## src/itf_pkg.sv

```systemverilog
`timescale 1ns / 1ps
`default_nettype none
package itf_pkg;
    localparam int MAX_CHARS = 64;
    localparam int CW = $clog2(MAX_CHARS + 1);

    typedef struct packed {
        logic [63:0] value;
        logic [5:0]  radix;
        logic [6:0]  pad_width;
        logic [6:0]  min_digits;
        logic        left_align;
        logic        show_plus;
        logic        show_space;
        logic        alt_prefix;
        logic        zero_fill;
        logic        lower_case;
        logic        is_signed;
    } in_item_t;

    typedef struct packed {
        logic [7:0] ch;
        logic       last;
        logic       bad_radix;
        logic       truncated;
    } out_item_t;

    // classified job handed from front to back
    typedef struct packed {
        logic [63:0] mag;
        logic [5:0]  radix;
        logic        bad;
        logic [7:0]  sign_ch;   // 0 = none
        logic [1:0]  pfx_len;
        logic [7:0]  x_ch;
        logic [7:0]  lead_sp;
        logic [7:0]  pad_zero;
        logic [7:0]  trail_sp;
        logic [7:0]  prec;
        logic        lower;
    } job_t;

    typedef enum logic [2:0] {
        B_IDLE, B_DIV, B_LEAD, B_SIGN, B_PFX, B_ZERO, B_DIG, B_TRAIL
    } bstate_t;

    function automatic logic [7:0] digit_ch(input logic [5:0] d, input logic lower);
        logic [7:0] c;
        begin
            if (d < 6'd10) c = 8'h30 + {2'b00, d};
            else c = (lower ? 8'h61 : 8'h41) + {2'b00, d} - 8'd10;
            return c;
        end
    endfunction
endpackage
`default_nettype wire

```

## src/itf_front.sv

```systemverilog
`timescale 1ns / 1ps
`default_nettype none
module itf_front (
    input  wire logic             clk,
    input  wire logic             rst_n,
    input  wire itf_pkg::in_item_t item,
    input  wire logic             take,
    output itf_pkg::job_t         job_reg
);
    import itf_pkg::*;
    logic        neg;
    logic [63:0] mag;
    logic [7:0]  sgn;
    logic [1:0]  pl;
    logic        zf;
    job_t        job_next;

    // classify sign, prefix and static padding inputs
    always_comb
    begin
        neg = item.is_signed & item.value[63];
        mag = neg ? (64'd0 - item.value) : item.value;
        sgn = neg ? 8'h2D : item.show_plus ? 8'h2B : item.show_space ? 8'h20 : 8'h00;
        pl  = !item.alt_prefix ? 2'd0 : (item.radix == 6'd16) ? 2'd2 :
              (item.radix == 6'd8) ? 2'd1 : 2'd0;
        zf  = item.zero_fill & ~item.left_align;
        job_next          = '0;
        job_next.mag      = mag;
        job_next.radix    = item.radix;
        job_next.bad      = (item.radix < 6'd2) || (item.radix > 6'd36);
        job_next.sign_ch  = sgn;
        job_next.pfx_len  = pl;
        job_next.x_ch     = item.lower_case ? 8'h78 : 8'h58;
        // lead_sp = width - sign - prefix; zero/trail pads are flags; back resolves digits
        job_next.lead_sp  = {1'b0, item.pad_width} - {7'd0, sgn != 8'h00} - {6'd0, pl};
        job_next.pad_zero = {7'd0, zf};
        job_next.trail_sp = {7'd0, item.left_align};
        job_next.prec     = {1'b0, item.min_digits};
        job_next.lower    = item.lower_case;
    end

    // hold the classified job
    always_ff @(posedge clk or negedge rst_n)
    begin
        if (!rst_n) job_reg <= '0;
        else if (take) job_reg <= job_next;
    end
endmodule
`default_nettype wire

```

## src/itf_back.sv

```systemverilog
`timescale 1ns / 1ps
`default_nettype none
module itf_back (
    input  wire logic           clk,
    input  wire logic           rst_n,
    input  wire itf_pkg::job_t  job,
    input  wire logic           job_valid,
    output logic                job_take,
    output itf_pkg::out_item_t  result,
    output logic                result_valid,
    input  wire logic           result_take
);
    import itf_pkg::*;
    bstate_t     state_reg, state_next;
    job_t        j_reg;
    logic [63:0] q_reg, q_next;
    logic [63:0] rem_reg, rem_next;
    logic [6:0]  bit_reg, bit_next;
    logic [5:0]  dig_reg [64];
    logic [5:0]  dig_rd_reg;
    logic [5:0]  rd_addr;
    logic [6:0]  nd_reg, nd_next;
    logic [7:0]  cnt_reg, cnt_next;
    logic [CW-1:0] emit_reg, emit_next;
    logic        rem_up;
    logic [64:0] trial;
    logic [8:0]  size;
    logic [7:0]  prec_eff, lead, zer, trail;
    logic        emit_now;
    logic [7:0]  ch;
    logic        done_item, stop;
    logic [8:0]  total;

    // restoring division, one quotient bit a cycle
    always_comb
    begin
        trial = {rem_reg, q_reg[63]} - {59'd0, j_reg.radix};
        rem_up = ~trial[64];
    end

    // derive padding from digit count
    always_comb
    begin
        prec_eff = ({1'b0, nd_reg} > j_reg.prec) ? {1'b0, nd_reg} : j_reg.prec;
        size = {j_reg.lead_sp[7], j_reg.lead_sp} - {1'b0, prec_eff};
        lead  = (!size[8] && !j_reg.pad_zero[0] && !j_reg.trail_sp[0]) ? size[7:0] : 8'd0;
        zer   = (!size[8] && j_reg.pad_zero[0]) ? size[7:0] : 8'd0;
        trail = (!size[8] && j_reg.trail_sp[0]) ? size[7:0] : 8'd0;
        total = {1'b0, lead} + {8'd0, j_reg.sign_ch != 8'h00} + {7'd0, j_reg.pfx_len}
              + {1'b0, zer} + {1'b0, prec_eff} + {1'b0, trail};
    end

    // next state
    always_comb
    begin
        state_next = state_reg;
        q_next = q_reg; rem_next = rem_reg; bit_next = bit_reg; nd_next = nd_reg;
        cnt_next = cnt_reg; emit_next = emit_reg;
        stop = 1'b0;
        case (state_reg)
            B_IDLE:
            begin
                if (job_valid)
                begin
                    state_next = job.bad ? B_TRAIL : B_DIV;
                    q_next = job.mag; rem_next = '0; bit_next = '0; nd_next = '0;
                    emit_next = '0;
                end
            end
            B_DIV:
            begin
                q_next = {q_reg[62:0], rem_up};
                rem_next = rem_up ? trial[63:0] : {rem_reg[62:0], q_reg[63]};
                bit_next = bit_reg + 7'd1;
                if (bit_reg == 7'd63)
                begin
                    nd_next = nd_reg + 7'd1;
                    bit_next = '0;
                    rem_next = '0;
                    if ({q_reg[62:0], rem_up} == 64'd0 || nd_reg == 7'd63)
                    begin
                        state_next = B_LEAD;
                        cnt_next = '0;
                    end
                end
            end
            default: ;
        endcase
        // emission phases
        if (state_reg != B_IDLE && state_reg != B_DIV && j_reg.bad)
        begin
            if (result_take) state_next = B_IDLE;
        end
        else if (state_reg == B_LEAD || state_reg == B_SIGN || state_reg == B_PFX ||
                 state_reg == B_ZERO || state_reg == B_DIG || state_reg == B_TRAIL)
        begin
            if (!emit_now)
            begin
                cnt_next = '0;
                case (state_reg)
                    B_LEAD:  state_next = B_SIGN;
                    B_SIGN:  state_next = B_PFX;
                    B_PFX:   state_next = B_ZERO;
                    B_ZERO:  state_next = B_DIG;
                    B_DIG:   state_next = B_TRAIL;
                    default: state_next = B_IDLE;
                endcase
            end
            else if (result_take)
            begin
                emit_next = emit_reg + CW'(1);
                cnt_next = cnt_reg + 8'd1;
                if (done_item) stop = 1'b1;
                if (stop) state_next = B_IDLE;
            end
        end
    end

    // point the digit read at the character due next cycle
    always_comb
    begin
        rd_addr = 6'(nd_next - 7'd1 - cnt_next[6:0]);
    end

    // outputs: current character of the active phase
    always_comb
    begin
        emit_now = 1'b0; ch = 8'h00;
        case (state_reg)
            B_LEAD:  begin emit_now = cnt_reg < lead; ch = 8'h20; end
            B_SIGN:  begin emit_now = (j_reg.sign_ch != 8'h00) && cnt_reg == 8'd0;
                         ch = j_reg.sign_ch; end
            B_PFX:   begin emit_now = cnt_reg < {6'd0, j_reg.pfx_len};
                         ch = (cnt_reg == 8'd1) ? j_reg.x_ch : 8'h30; end
            B_ZERO:  begin emit_now = cnt_reg < zer + prec_eff - {1'b0, nd_reg};
                         ch = 8'h30; end
            B_DIG:   begin emit_now = cnt_reg < {1'b0, nd_reg};
                         ch = digit_ch(dig_rd_reg, j_reg.lower); end
            B_TRAIL: begin emit_now = j_reg.bad || cnt_reg < trail; ch = 8'h20; end
            default: ;
        endcase
        if (j_reg.bad) ch = 8'h00;
        done_item = j_reg.bad || (9'(emit_reg) == 9'(MAX_CHARS) - 9'd1)
                 || (9'(emit_reg) == total - 9'd1);
        result_valid = (state_reg != B_IDLE) && (state_reg != B_DIV) && emit_now;
        result.ch = ch;
        result.last = done_item;
        result.bad_radix = j_reg.bad;
        result.truncated = !j_reg.bad && done_item && total > 9'(MAX_CHARS);
        job_take = (state_reg == B_IDLE) && job_valid;
    end

    // advance registers
    always_ff @(posedge clk or negedge rst_n)
    begin
        if (!rst_n)
        begin
            state_reg <= B_IDLE; emit_reg <= '0; cnt_reg <= '0;
        end
        else
        begin
            state_reg <= state_next; emit_reg <= emit_next;
            cnt_reg <= cnt_next;
        end
    end

    // payload registers and digit store
    always_ff @(posedge clk)
    begin
        q_reg <= q_next; rem_reg <= rem_next; bit_reg <= bit_next; nd_reg <= nd_next;
        if (job_take) j_reg <= job;
        if (state_reg == B_DIV && bit_reg == 7'd63)
            dig_reg[nd_reg[5:0]] <= rem_up ? trial[5:0] : {rem_reg[4:0], q_reg[63]};
        dig_rd_reg <= dig_reg[rd_addr];
    end
endmodule
`default_nettype wire

```

## src/integer_to_text_formatter_unit.sv

```systemverilog
`timescale 1ns / 1ps
`default_nettype none
// Channel | Dir | Handshake        | Payload
// input   | in  | push / full      | request (in_item_t)
// result  | out | pop / empty      | result  (out_item_t)
// The back takes a queued job when idle, then works out each digit on the
// bit-serial divider (one digit for zero, at most 64 digits); a bad radix skips it.
// Emission gives one character per cycle while pop is high, and steps through
// each layout phase that ends before the last character with empty high.
// Reset is asynchronous; the front slot and back sequencer clear to empty.
// The front holds one classified item while the back works, so a stalled
// pop delays the back, and full is high whenever that item is held.
module integer_to_text_formatter_unit (
    input  wire logic               clk,
    input  wire logic               rst_n,
    input  wire logic               push,
    output logic                    full,
    input  wire itf_pkg::in_item_t  request,
    output logic                    empty,
    input  wire logic               pop,
    output itf_pkg::out_item_t      result
);
    import itf_pkg::*;
    job_t job;
    logic slot_reg, slot_next, take, ov;
    logic in_take;

    assign full = slot_reg;
    assign in_take = push & ~slot_reg;
    // hold one queued job between front and back
    always_comb slot_next = in_take ? 1'b1 : (take ? 1'b0 : slot_reg);
    always_ff @(posedge clk or negedge rst_n)
    begin
        if (!rst_n) slot_reg <= 1'b0;
        else slot_reg <= slot_next;
    end

    itf_front u_front (.clk(clk), .rst_n(rst_n), .item(request), .take(in_take),
                       .job_reg(job));
    itf_back u_back (.clk(clk), .rst_n(rst_n), .job(job), .job_valid(slot_reg),
                     .job_take(take), .result(result), .result_valid(ov),
                     .result_take(pop & ov));
    assign empty = ~ov;
endmodule
`default_nettype wire
```

## config.mk

```make
export PLATFORM = sky130hd
export DESIGN_NAME = integer_to_text_formatter_unit
export DESIGN_NICKNAME = d
export VERILOG_FILES = /design/src/itf_pkg.sv /design/src/itf_front.sv /design/src/itf_back.sv /design/src/integer_to_text_formatter_unit.sv
export SDC_FILE = /design/constraint.sdc
export NUM_CORES = 1
export LEC_CHECK = 0
export BUFFER_PORTS_ARGS = -buffer_cell sky130_fd_sc_hd__buf_2
export CORE_ASPECT_RATIO = 0.7
export CORE_MARGIN = 10
export CORE_UTILIZATION = 40
export DETAILED_ROUTE_END_ITERATION = 10
export MAX_ROUTING_LAYER = met4
export SLEW_MARGIN = 30
export SYNTH_ARGS = -nofsm -noshare
export SYNTH_HDL_FRONTEND = slang
export SYNTH_SLANG_ARGS = --single-unit
```

## constraint.sdc

```tcl
create_clock -name clk -period 29.6 [get_ports clk]
set_input_delay 4.44 -clock clk [delete_from_list [all_inputs] [get_ports clk]]
set_output_delay 4.44 -clock clk [all_outputs]
set_load 0.005 [all_outputs]
```

* Yosys cells after proc, flatten, opt, wreduce, memory -nomap -nowiden
Memories as Yosys holds them, arrays and structs flattened. A register that Yosys moved wholly into a read port is not among the register bits.
Cells that the tools add are included.
** Storage, ports and cells
- Register bits :: 311
- Bits in writable memories :: 384
- Input bits :: 95
- Output and inout bits :: 13
- Logic and storage cells :: 187
- Memories :: 1
** Memory list
- u_back.dig_reg :: depth 64, bits a word 6, rd ports 1, clocked after memory_dff 1, write ports 1, RTL line itf_back.sv:19 : logic [5:0] dig_reg [64];
** Operators by class
- Add/subtract/negate cells :: 22
- Order comparisons :: 10
- Equality and inequality tests :: 16
- Muxes and demuxes :: 65
- Bitwise operators :: 8
- Reduce and logical (&&, ||, !) cells :: 36
** Operators with widths (count)
- 2-to-1 mux 64 bit :: 5
- case mux 64 bit (2 select lines) :: 2
- 2-to-1 mux 8 bit :: 15
- 2-to-1 mux 7 bit :: 11
- subtractor 65 x 6 -> 65 bit :: 1
- logical NOT 64 bit :: 1
- subtractor 1 x 64 -> 64 bit (first input constant) :: 1
- case mux 8 bit (5 select lines) :: 1
- 2-to-1 mux 3 bit :: 10
- case mux 7 bit (2 select lines) :: 2
- adder 9 x 8 -> 9 bit :: 3
- < comparator 8 bit :: 3
- 2-to-1 mux 6 bit :: 4
- adder 7 x 1 -> 7 bit (second input constant) :: 3
- == test 7 x 6 -> 1 bit (second input constant) :: 3
- nonzero test 8 bit :: 2
- case mux 3 bit (5 select lines) :: 1
- == test 3 bit (second input constant) :: 4
- logical AND 1 bit :: 12
- logical OR 1 bit :: 10
- 2-to-1 mux 1 bit :: 10
- adder 8 x 1 -> 9 bit :: 1
- adder 9 x 2 -> 9 bit :: 1
- == test 7 x 9 -> 1 bit :: 1
- 38 further kinds :: 50

* Longest topological paths before layout
- Depth in word-level cells :: 25
- Gate-level depth with buffers :: 52
- Mapped depth without buffers :: 48

* Cells and area by module
From an unflattened synthesis, not the netlist that was laid out.
** Second synthesis, totals
- Cell total of the unflattened synthesis :: 2923
- Area total of the unflattened synthesis :: 35236.3 um2
** Modules (own cells, without submodules)
- itf_back :: instances 1, cells an instance 2262, area each 29318.1 um2, sequential area each 17626.9 um2
- itf_front :: instances 1, cells an instance 655, area each 5868.1 um2, sequential area each 2402.3 um2
- integer_to_text_formatter_unit :: instances 1, cells an instance 6, area each 50.0 um2, sequential area each 25.0 um2

* Worst setup path before layout
Ideal clock, no wire load.
- Path type :: register to output
- Start :: reg u_back.nd_reg[0]
- End :: out result[0] (netlist bit)
- Arrival :: 7336 ps
- Required time :: 25160 ps
- Slack :: 17824 ps
- Cell stages (with the launch flop) :: 37
- Path buffers :: 3
- Cell sequence :: dfxtp_1 > clkbuf_1 > inv_1 > ha_1 > inv_1 > a21o_1 > a21oi_1 > o21ai_0 > o22ai_1 > clkbuf_1 > a21o_1 > ha_1 > inv_1 > fa_1 > a211o_1 > a21o_1 > and2_1 > nor2_1 > nor2_1 > and2_1 > clkbuf_1 > nand2_1 > inv_1 > fa_1 > fa_1 > ha_1 > ha_1 > a21o_1 > a21oi_1 > or4b_2 > nand4_1 > xnor2_1 > o21ai_0 > a211oi_1 > o41ai_1 > inv_1 > nor3_1
** RTL lines
- from (decl) :: RTL line itf_back.sv:22 : logic [6:0] nd_reg, nd_next;
- from (signal assigned) :: RTL line itf_back.sv:170 : q_reg <= q_next; rem_reg <= rem_next; bit_reg <= bit_next; nd_reg <= nd_next;
- to (decl) :: RTL line integer_to_text_formatter_unit.sv:21 : output itf_pkg::out_item_t result

==> flow_summary.toml <==
[outcome]
outcome = "complete, no violations"

[grt]
grt_pass1_vias = 21600
grt_first_pass_wirelength_mm = 130
antenna_found_initial = 2
overflow = 0
grt_usage_pct = 18.3
grt_max_degree = 112

[timing]
setup_viol = 0
min_period_ns = 13.82
fin_crit_sh_pct = 46.7
finalClockSkew_ns = 0.0282
slew_violations = 0
worst_hold_slack_ns = 0.449
grt_setup_unrepaired = "no"
fin_setup_tns_ns = 0
worstMarginPinSlew_ns = 0.970
setup_slack_ns = 15.78
max_freq_mhz = 72.4
slew_headroom_pct = 35.1
hold_violations = 0

[synthesis]
synthTopCellsByCount = "552 x edfxtp_1, 441 x nand2_1, 230 x nor2_1"
yosys.cell_count.top_type = "edfxtp_1"
ys_ff_latch = 679
synthDistinctLibCells = 79
yosysSeqAreaShare_pct = 59.6
yosysTopAreaCellShare_pct = 50.2
avgSynthCellArea_um2 = 12.7
synth-edff-count = 552
yosysTopAreaCell = "edfxtp_1"
syn_area_um2 = 33000
synth.area.top_cells = "edfxtp_1 50%, dfrtp_1 8.7%, mux4_2 8.2%"
synth_cells = 2610
synthArstFlopShare_pct = 16.9
yosys_warnings = 0
synth_ff_type = "edfxtp_1"
synth_fp_nets = 2830

[power_and_ir_drop]
vdd_drop_max_uv = 69.3
p_leak_nw = 13.8
p_per_area_nw_per_um2 = 117
power_mw = 4.35

[cells_and_area]
fin_cells = 3839
syn2layout_area_growth_pct = 12.2
largest_reg_flops = 384
drive_gt1_share_pct = 14.9
layout.nets = 2928

[critical_path]
timing.critical_path.mode_cell = "fa_1"
crit_arrival_ns = 9.38
crit_buf_inv = 4
path_delay_family = "compound AO/OA/AOI/OAI gates"
cp-start-kind = "register"
path_class = "register to primary output"
crit_slowest_cell = "o41ai_1"
critical_path.endpoint_type = "primary output"
crit_required_ns = 25.16
max_stage_delay_ns = 0.77
path_max_fanout = 13

[routing]
vias_per_cell = 5.56
wl_per_cell_um = 21.9
drc = 0
vias = 21300
wl_mm = 84.2
drt_pass1_iterations = 8
drtAntennaViolNets = 0
drtIter0Drc = 2206

[place]
dp_cells = 3718
dp_slack_ns = 16.52
gp_congestion = 0.902
placement.io_buffers = 107
dp_hpwl_mm = 58.0

[cts]
clock_latency_ns = 0.64
cts.sinks = 679
cts_setup_buffers = 0
cts-hold-fix-buffers = 0
cts_tree = "built"
clockRootBuffer = "clkbuf_16"
numCtsBuffers = 68
cts_resized = 0
htreeDepth = 3
cts_buffer_depth = 3
clkSlewWorstSetupHoldPaths_ns = 0.06

[worst_hold_path]
worstHoldPathType = "register to register"

[die]
die_h_um = 260
pin_count = 108
die_area_um2 = 94700
fp.coreArea_um2 = 82100
rows = 88
start_util_pct = 40.2
die_w_um = 364

[flow_run]
cap_violations = 0
## power by group
part / leakage [nW] / total, mW / internal [mW] / switching [mW]
Clock: 1.06 / 0.849 / 0.461 / 0.388
Sequential: 6.63 / 1.63 / 1.47 / 0.163
Combinational: 6.08 / 1.87 / 0.722 / 1.15
## layer usage
metal | vias to the layer above | wire length (um) | GRT usage [%]
met5 | - | 0 | -
met4 | 0 | 1410 | 3.89
met3 | 111 | 5840 | 3.19
met2 | 688 | 36700 | 26.3
met1 | 10800 | 40300 | 26.8
li1 | 9708 | - | -
## layout make-up
class	instances	area, um2
Antenna cell	1	2.50
Clock inverter	39	373
Clock buffer	81	1800
Multi-Input combinational cell	1717	12700
Sequential cell	679	19700
Inverter	106	398
Timing Repair Buffer	136	776
Tap cell	1080	1350
Fill cell	7322	45100
## stage by stage
step | area [um2] | util [%]
after floorplan | 33000 | -
after global placement | 34800 | 42.4
after detailed placement | 34900 | 42.5
after CTS | 37000 | 45.1
after global routing | 37100 | 45.1
final | 37100 | 45.1
## cell usage in the layout, fill, tap and decap left out, types with 14 or more instances in the layout
master and n:
nor2b_1 18, a21o_1 26, or4_1 18, nor4_1 34, nor3_1 48, ha_1 96, dfrtp_1 115, a21oi_1 80
inv_1 106, fa_1 27, clkinv_2 15, or3_1 20, mux2i_1 23, buf_4 27, nor2_1 230, nand2_1 438
nand2b_1 16, buf_2 106, nand3_1 39, edfxtp_1 552, xor2_1 73, clkbuf_16 68, and3_1 14, xnor2_1 94
o21ai_0 126, nand4_1 16, mux4_2 120
## worst paths after layout
kind | from | to | slack, ns | depth (start not counted)
hold / removal | u_front.job_reg[54] | u_back.j_reg[54] | 0.45 | 0
setup reg to reg | u_back.nd_reg[4] | u_back.dig_rd_reg[5] | 17.66 | 44
min in group asynchronous | rst_n | u_front.job_reg[111] | 3.81 | 1
max in group asynchronous | rst_n | u_front.job_reg[28] | 24.60 | 2
setup / recovery | u_back.nd_reg[4] | result[0] | 15.78 | 33
hold reg to reg | u_front.job_reg[54] | u_back.j_reg[54] | 0.45 | 0
## kinds of logic after synthesis
| family | share of synthesized area, % |
|---|---|
| buffers and inverters | 2.50 |
| adder cells (fa/ha/maj) | 5.37 |
| AND/OR/NAND/NOR | 13.1 |
| flip-flops | 59.6 |
| XOR/XNOR | 4.56 |
| AO/OA/AOI/OAI | 5.91 |
| multiplexers | 8.98 |
Note: power is estimated with default switching activity, not from simulation.
